--- src/hdl/gfsr_pkg.sv ---
// shared types and constants for the gfsr gaussian noise generator
package gfsr_pkg;

    localparam int WORD_W   = 32;
    localparam int TBL_W    = 16;
    localparam int TBL_AW   = 11;
    localparam int SCALE_W  = 40;
    localparam int FRAC_W   = 22;
    localparam int FIELD_W  = 9;
    localparam int NUM_SEG  = 4;
    localparam int SEG_W    = 2;
    localparam int COUNT_W  = 7;
    localparam int U_W      = SCALE_W + 1;
    localparam int SUM_W    = 60;

    typedef logic [SCALE_W-1:0] scale_t;

    typedef enum logic [1:0] {
        ACT_GEN   = 2'd0,
        ACT_SEED  = 2'd1,
        ACT_TABLE = 2'd2,
        ACT_RSVD  = 2'd3
    } action_t;

    typedef enum logic [2:0] {
        ST_IDLE,
        ST_READ,
        ST_XOR,
        ST_MUL1,
        ST_MUL2,
        ST_MUL3,
        ST_SUM,
        ST_PUSH
    } state_t;

    typedef struct packed {
        logic load_seed;
        logic load_tbl;
        logic tap_step;
        logic xor_step;
        logic mul1;
        logic mul2;
        logic mul3;
        logic sum_real;
        logic sum_imag;
        logic push;
        logic last;
    } cmd_t;

    typedef struct packed {
        logic out_free;
    } status_t;

endpackage

--- src/hdl/gfsr_ctrl.sv ---
// request sequencer for the gfsr gaussian noise generator
module gfsr_ctrl #(
    parameter int MAX_PAIRS = 64
) (
    input  logic                          aclk,
    input  logic                          aresetn,
    input  logic                          s_tvalid,
    output logic                          s_tready,
    input  logic [1:0]                    action,
    input  logic [gfsr_pkg::COUNT_W-1:0]  pair_count,
    input  gfsr_pkg::status_t             status,
    output gfsr_pkg::cmd_t                cmd
);
    import gfsr_pkg::*;

    state_t             state_reg, state_next;
    logic [COUNT_W-1:0] remain_reg, remain_next;
    logic               imag_reg, imag_next;

    always_ff @(posedge aclk) begin
        if (!aresetn) begin
            state_reg  <= ST_IDLE;
            remain_reg <= '0;
            imag_reg   <= 1'b0;
        end else begin
            state_reg  <= state_next;
            remain_reg <= remain_next;
            imag_reg   <= imag_next;
        end
    end

    always_comb begin
        state_next  = state_reg;
        remain_next = remain_reg;
        imag_next   = imag_reg;
        s_tready    = 1'b0;
        cmd         = '0;
        case (state_reg)
            ST_IDLE: begin
                s_tready = 1'b1;
                if (s_tvalid) begin
                    case (action)
                        ACT_SEED:  cmd.load_seed = 1'b1;
                        ACT_TABLE: cmd.load_tbl  = 1'b1;
                        ACT_GEN: begin
                            if (pair_count != '0) begin
                                remain_next = (pair_count > COUNT_W'(MAX_PAIRS)) ?
                                              COUNT_W'(MAX_PAIRS) : pair_count;
                                imag_next   = 1'b0;
                                state_next  = ST_READ;
                            end
                        end
                        default: ;
                    endcase
                end
            end
            ST_READ: begin
                cmd.tap_step = 1'b1;
                state_next   = ST_XOR;
            end
            ST_XOR: begin
                cmd.xor_step = 1'b1;
                state_next   = ST_MUL1;
            end
            ST_MUL1: begin
                cmd.mul1   = 1'b1;
                state_next = ST_MUL2;
            end
            ST_MUL2: begin
                cmd.mul2   = 1'b1;
                state_next = ST_MUL3;
            end
            ST_MUL3: begin
                cmd.mul3   = 1'b1;
                state_next = ST_SUM;
            end
            ST_SUM: begin
                if (!imag_reg) begin
                    cmd.sum_real = 1'b1;
                    imag_next    = 1'b1;
                    state_next   = ST_READ;
                end else begin
                    cmd.sum_imag = 1'b1;
                    state_next   = ST_PUSH;
                end
            end
            ST_PUSH: begin
                if (status.out_free) begin
                    cmd.push    = 1'b1;
                    cmd.last    = (remain_reg == COUNT_W'(1));
                    imag_next   = 1'b0;
                    remain_next = remain_reg - COUNT_W'(1);
                    state_next  = cmd.last ? ST_IDLE : ST_READ;
                end
            end
            default: state_next = ST_IDLE;
        endcase
    end

`ifndef SYNTHESIS
    a_push_free: assert property (@(posedge aclk) disable iff (!aresetn)
        cmd.push |-> status.out_free) else $error("push into a full output slot");
    a_remain_nz: assert property (@(posedge aclk) disable iff (!aresetn)
        (state_reg != ST_IDLE) |-> (remain_reg != '0)) else $error("pair count ran out");
    a_last_idle: assert property (@(posedge aclk) disable iff (!aresetn)
        (cmd.push && cmd.last) |=> (state_reg == ST_IDLE)) else $error("no return to idle");
`endif

endmodule

--- config.mk ---
export PLATFORM = sky130hd
export DESIGN_NAME = gfsr_ctrl
export DESIGN_NICKNAME = d
export VERILOG_FILES = /design/src/hdl/gfsr_pkg.sv /design/src/hdl/gfsr_ctrl.sv
export SDC_FILE = /design/constraint.sdc
export NUM_CORES = 1
export LEC_CHECK = 0
export ABC_AREA = 1
export BUFFER_PORTS_ARGS = -buffer_cell sky130_fd_sc_hd__buf_2
export CORE_ASPECT_RATIO = 0.9
export CORE_UTILIZATION = 40
export CTS_BUF_LIST = sky130_fd_sc_hd__clkbuf_8
export CTS_CLUSTER_DIAMETER = 100
export DETAILED_ROUTE_END_ITERATION = 7
export PLACE_DENSITY = 0.64
export SYNTH_ARGS = -nofsm -noshare
export SYNTH_HDL_FRONTEND = slang
export SYNTH_SLANG_ARGS = --single-unit
--- constraint.sdc ---
create_clock -name aclk -period 3.3 [get_ports aclk]
set_input_delay 0.165 -clock aclk [delete_from_list [all_inputs] [get_ports aclk]]
set_output_delay 0.165 -clock aclk [all_outputs]
set_load 0.02 [all_outputs]
# ---- Word level (Yosys, flattened, before mapping)
# Cells that the tools add are included.
dict set report totals {
  inputBits 13
  output_inout_bits 12
  elab_cells 60
  regBits 11
}
dict set report op_classes {
  n_lt_le_gt_ge 1
  muxes 33
  n_reduce_logical 8
  eq_ne 14
  addsub 1
}
# op n
set op_table {}
lappend op_table {{$mux 7} 5}
lappend op_table {{$pmux 3 s8} 1}
lappend op_table {{$mux 1} 15}
lappend op_table {{$mux 3} 5}
lappend op_table {{$pmux 7 s2} 1}
lappend op_table {{$eq 3x3->1 const B} 4}
lappend op_table {{$mux 2} 5}
lappend op_table {{$reduce_and 5->1} 2}
lappend op_table {{$eq 7x1->1 const B} 1}
lappend op_table {{$gt 7x7->1 const B} 1}
lappend op_table {{$reduce_bool 7->1} 1}
lappend op_table {{$sub 7x1->7 const B} 1}
lappend op_table {{$eq 3x2->1 const B} 2}
lappend op_table {{$ne 2x2->1 const B} 3}
lappend op_table {{$reduce_and 4->1} 1}
lappend op_table {{$eq 3x1->1 const B} 1}
lappend op_table {{$logic_not 3->1} 1}
lappend op_table {{$pmux 1 s3} 1}
lappend op_table {{$reduce_bool 3->1} 1}
lappend op_table {{$eq 2x1->1 const B} 1}
lappend op_table {{$eq 2x2->1 const B} 1}
lappend op_table {{$logic_not 2->1} 1}
lappend op_table {{$ne 2x1->1 const B} 1}
lappend op_table {{$reduce_bool 2->1} 1}

# ---- Depth between registers and ports, before layout
dict set report depth {
  ltp_word 6
  depth_mapped 11
}

# ---- Worst setup path after synthesis
# OpenSTA, ideal clock, no wires.
dict set report synth_timing {
  path_type {flip-flop to output port}
  startpoint {reg state_reg[0]}
  endpoint {out cmd[10] (netlist bit)}
  path_stages_with_launch 5
  setup_slack_ns 1.833
  arrival_ns 1.302
  path_buffers 1
  required_ns 3.135
  path_cell_list {dfxtp_1 > buf_6 > nor2_2 > nand2_2 > nor4_1}
}
# item line_no
set synth_rtl {}
lappend synth_rtl {{start: declaration} gfsr_ctrl.sv:16} ;# state_t state_reg, state_next;
lappend synth_rtl {{start signal: assignment} gfsr_ctrl.sv:26} ;# state_reg <= state_next;
lappend synth_rtl {{end: declaration} gfsr_ctrl.sv:12} ;# output gfsr_pkg::cmd_t cmd

==> impl_metrics.ini <==
[routing]
drc = 0
route.final.wire_length_um = 2130
vias = 989
wire_per_inst_um = 10.7
met3WireLength_um = 103
top_layer_used = met4
met2_length_um = 929
postRouteAntennaNets = 0
via_per_inst = 4.95
dr.pass1.iters = 4
m1WireLength_um = 1070
first_iter_violations = 39

[die]
die_w_um = 51.7
start_util = 0.443
top_level_ports = 25
dieArea_um2 = 2420
rows = 15
core_area_um2 = 2010
dieHeight_um = 46.7

[cells_and_area]
syn_to_final_growth_pct = 20.8
finalNonFillerCells = 200
nets = 191
fillCellCount = 202
diodes = 0
seq_area_um2 = 220
drive_gt1_frac = 0.263
largest_reg_flops = 7
multi_input_area_um2 = 561
fin_util = 0.535

[grt]
antenna_found_initial = 0
grt_pass1_vias = 731
grt_start_max_net_pins = 10
grtUsageTotal = 0.185
grt_pass1_wl_um = 3200
grt-ovfl-total = 0

[yosys]
synth_area_per_cell_um2 = 6.01
ys_ff_latch = 11
synth_top_area_frac = 0.248
syn_inst = 148
ys.flop_type = dfxtp_1
netlist_top_cells_count = 43 x nand2_1, 20 x inv_1, 17 x nor2_1
syn_nets = 163
ys_seq_area_frac = 0.248
netlist_top_cells_area = dfxtp_1 25%, nand2_1 18%, inv_1 8.4%
postSynth.asyncResetShare = 0
synth_most_common_cell = nand2_1
yosysTopAreaCell = dfxtp_1
synth-warning-count = 0
netlist_area_um2 = 890
synth_cell_types = 21
synth_edf_count = 0

[timing]
tns_ps = 0
period_needed_ps = 1590
setup_viol = 0
skew_ps = 1.67
timing.hold.ws_ps = 205
fmax_ghz = 0.630
hold_viol = 0
fin_crit_sh = 0.481
grt_setup_unrepaired = no
slew_headroom = 0.745
slew_violations = 0
tightest_slew_ps = 382

[place]
place.gp.congestion = 0.813
placed_cells = 196
io_buffers = 24
dp_hpwl_um = 1750

[clock_tree]
clockBufferDepth = 2
clkSinkCount = 11
clock_latency_ps = 240
path_clk_slew_ps = 50
cts_max_level = 1
numCtsBuffers = 3
postCtsSetupRepairBufs = 0
clockRootBuffer = clkbuf_8
post_cts_resized = 0
cts_tree = done
cts_hold_buf = 0

[worst_setup_path]
r2r-end = remain_reg[3]
critical_path_class = reg -> out
cp.required_ps = 3130
crit_path_max_fanout = 8
reg2reg_slack_ps = 1780
crit_path_end_kind = primary output
start_kind = flop
worstPathArrival_ps = 1420
r2r-start = state_reg[0]
reg2reg_depth = 8

[power_and_ir_drop]
peakVddDrop_mv = 0.230
p_leak_uw = 0.000594
p_per_area_nw_per_um2 = 541

[worst_hold_path]
whs_endpoint = state_reg[1]
hp-class = in -> reg
hold_start = aresetn
hold_depth = 3

[run_status]
outcome = finished, final reports clean

[flow_run]
maxCapViolCount = 0
[per-layer routing]
metal  up-vias  GRT usage
li1        518          -
met1       442      0.268
met2        25      0.273
met3         4     0.0291
met4         0     0.0811
met5         -          0
[power breakdown]
group | total [uW] | leakage, uW | switching, uW | internal, uW
registers | 179 | 0.0000898 | 24.7 | 154
logic | 265 | 0.000478 | 172 | 92.5
clock network | 137 | 0.0000269 | 55.2 | 82.1
total | 581 | 0.000594 | 252 | 329
[critical path, cell delays in order (launching register included)]
cell	delay, ps
dfxtp_1	420
nor2_2	240
nand2_2	130
nor4_1	190
buf_2	210
[area by class of cell]
cell class,instances,area share
multi-input combinational,110,0.522
sequential,11,0.205
timing repair buffer,24,0.112
inverter,26,0.0908
clock buffer,3,0.0384
tap,25,0.0291
clock inverter,1,0.00349
[placed cells by master, fill, tap and decap left out, drive strengths merged]
cell,count
buf,24
o211ai,1
ha,2
inv,27
nand2,51
dfxtp,11
nor4,2
a21oi,6
nor3,5
nand3,14
nor2,21
clkbuf,3
nand4,2
a31oi,1
o21ai,5
[kinds of logic (layout without fill, tap and decap cells)]
logic type                 count (synthesis)  in the layout  synth area share
DFF                                       11             11             0.248
AOI/OAI and AO/OA                         13             13            0.0774
and+or+nand+nor                           95             95             0.525
buffers and inverters                     27             54             0.122
adders and majority gates                  2              2            0.0281
[worst max-delay path by stage]
stage	startpoint	to	slack [ps]	cells after the start
floorplan	state_reg[0]	cmd[10]	1830	4
global placement	state_reg[0]	remain_reg[1]	1790	9
detailed placement	state_reg[0]	remain_reg[1]	1770	9
CTS	state_reg[0]	cmd[10]	1700	4
global route	state_reg[0]	cmd[10]	1610	4
finish	state_reg[0]	cmd[9]	1710	4
[metrics by stage]
stage | power (uW) | cell area [um^2] | setup slack, ps
floorplan | 390 | 890 | 1830
global placement | 444 | 1030 | 1790
detailed placement | 447 | 1030 | 1770
CTS | 584 | 1070 | 1700
global route | 621 | 1070 | 1610
finish | 581 | 1070 | 1710
No activity file was read; power rests on OpenSTA's default activity.
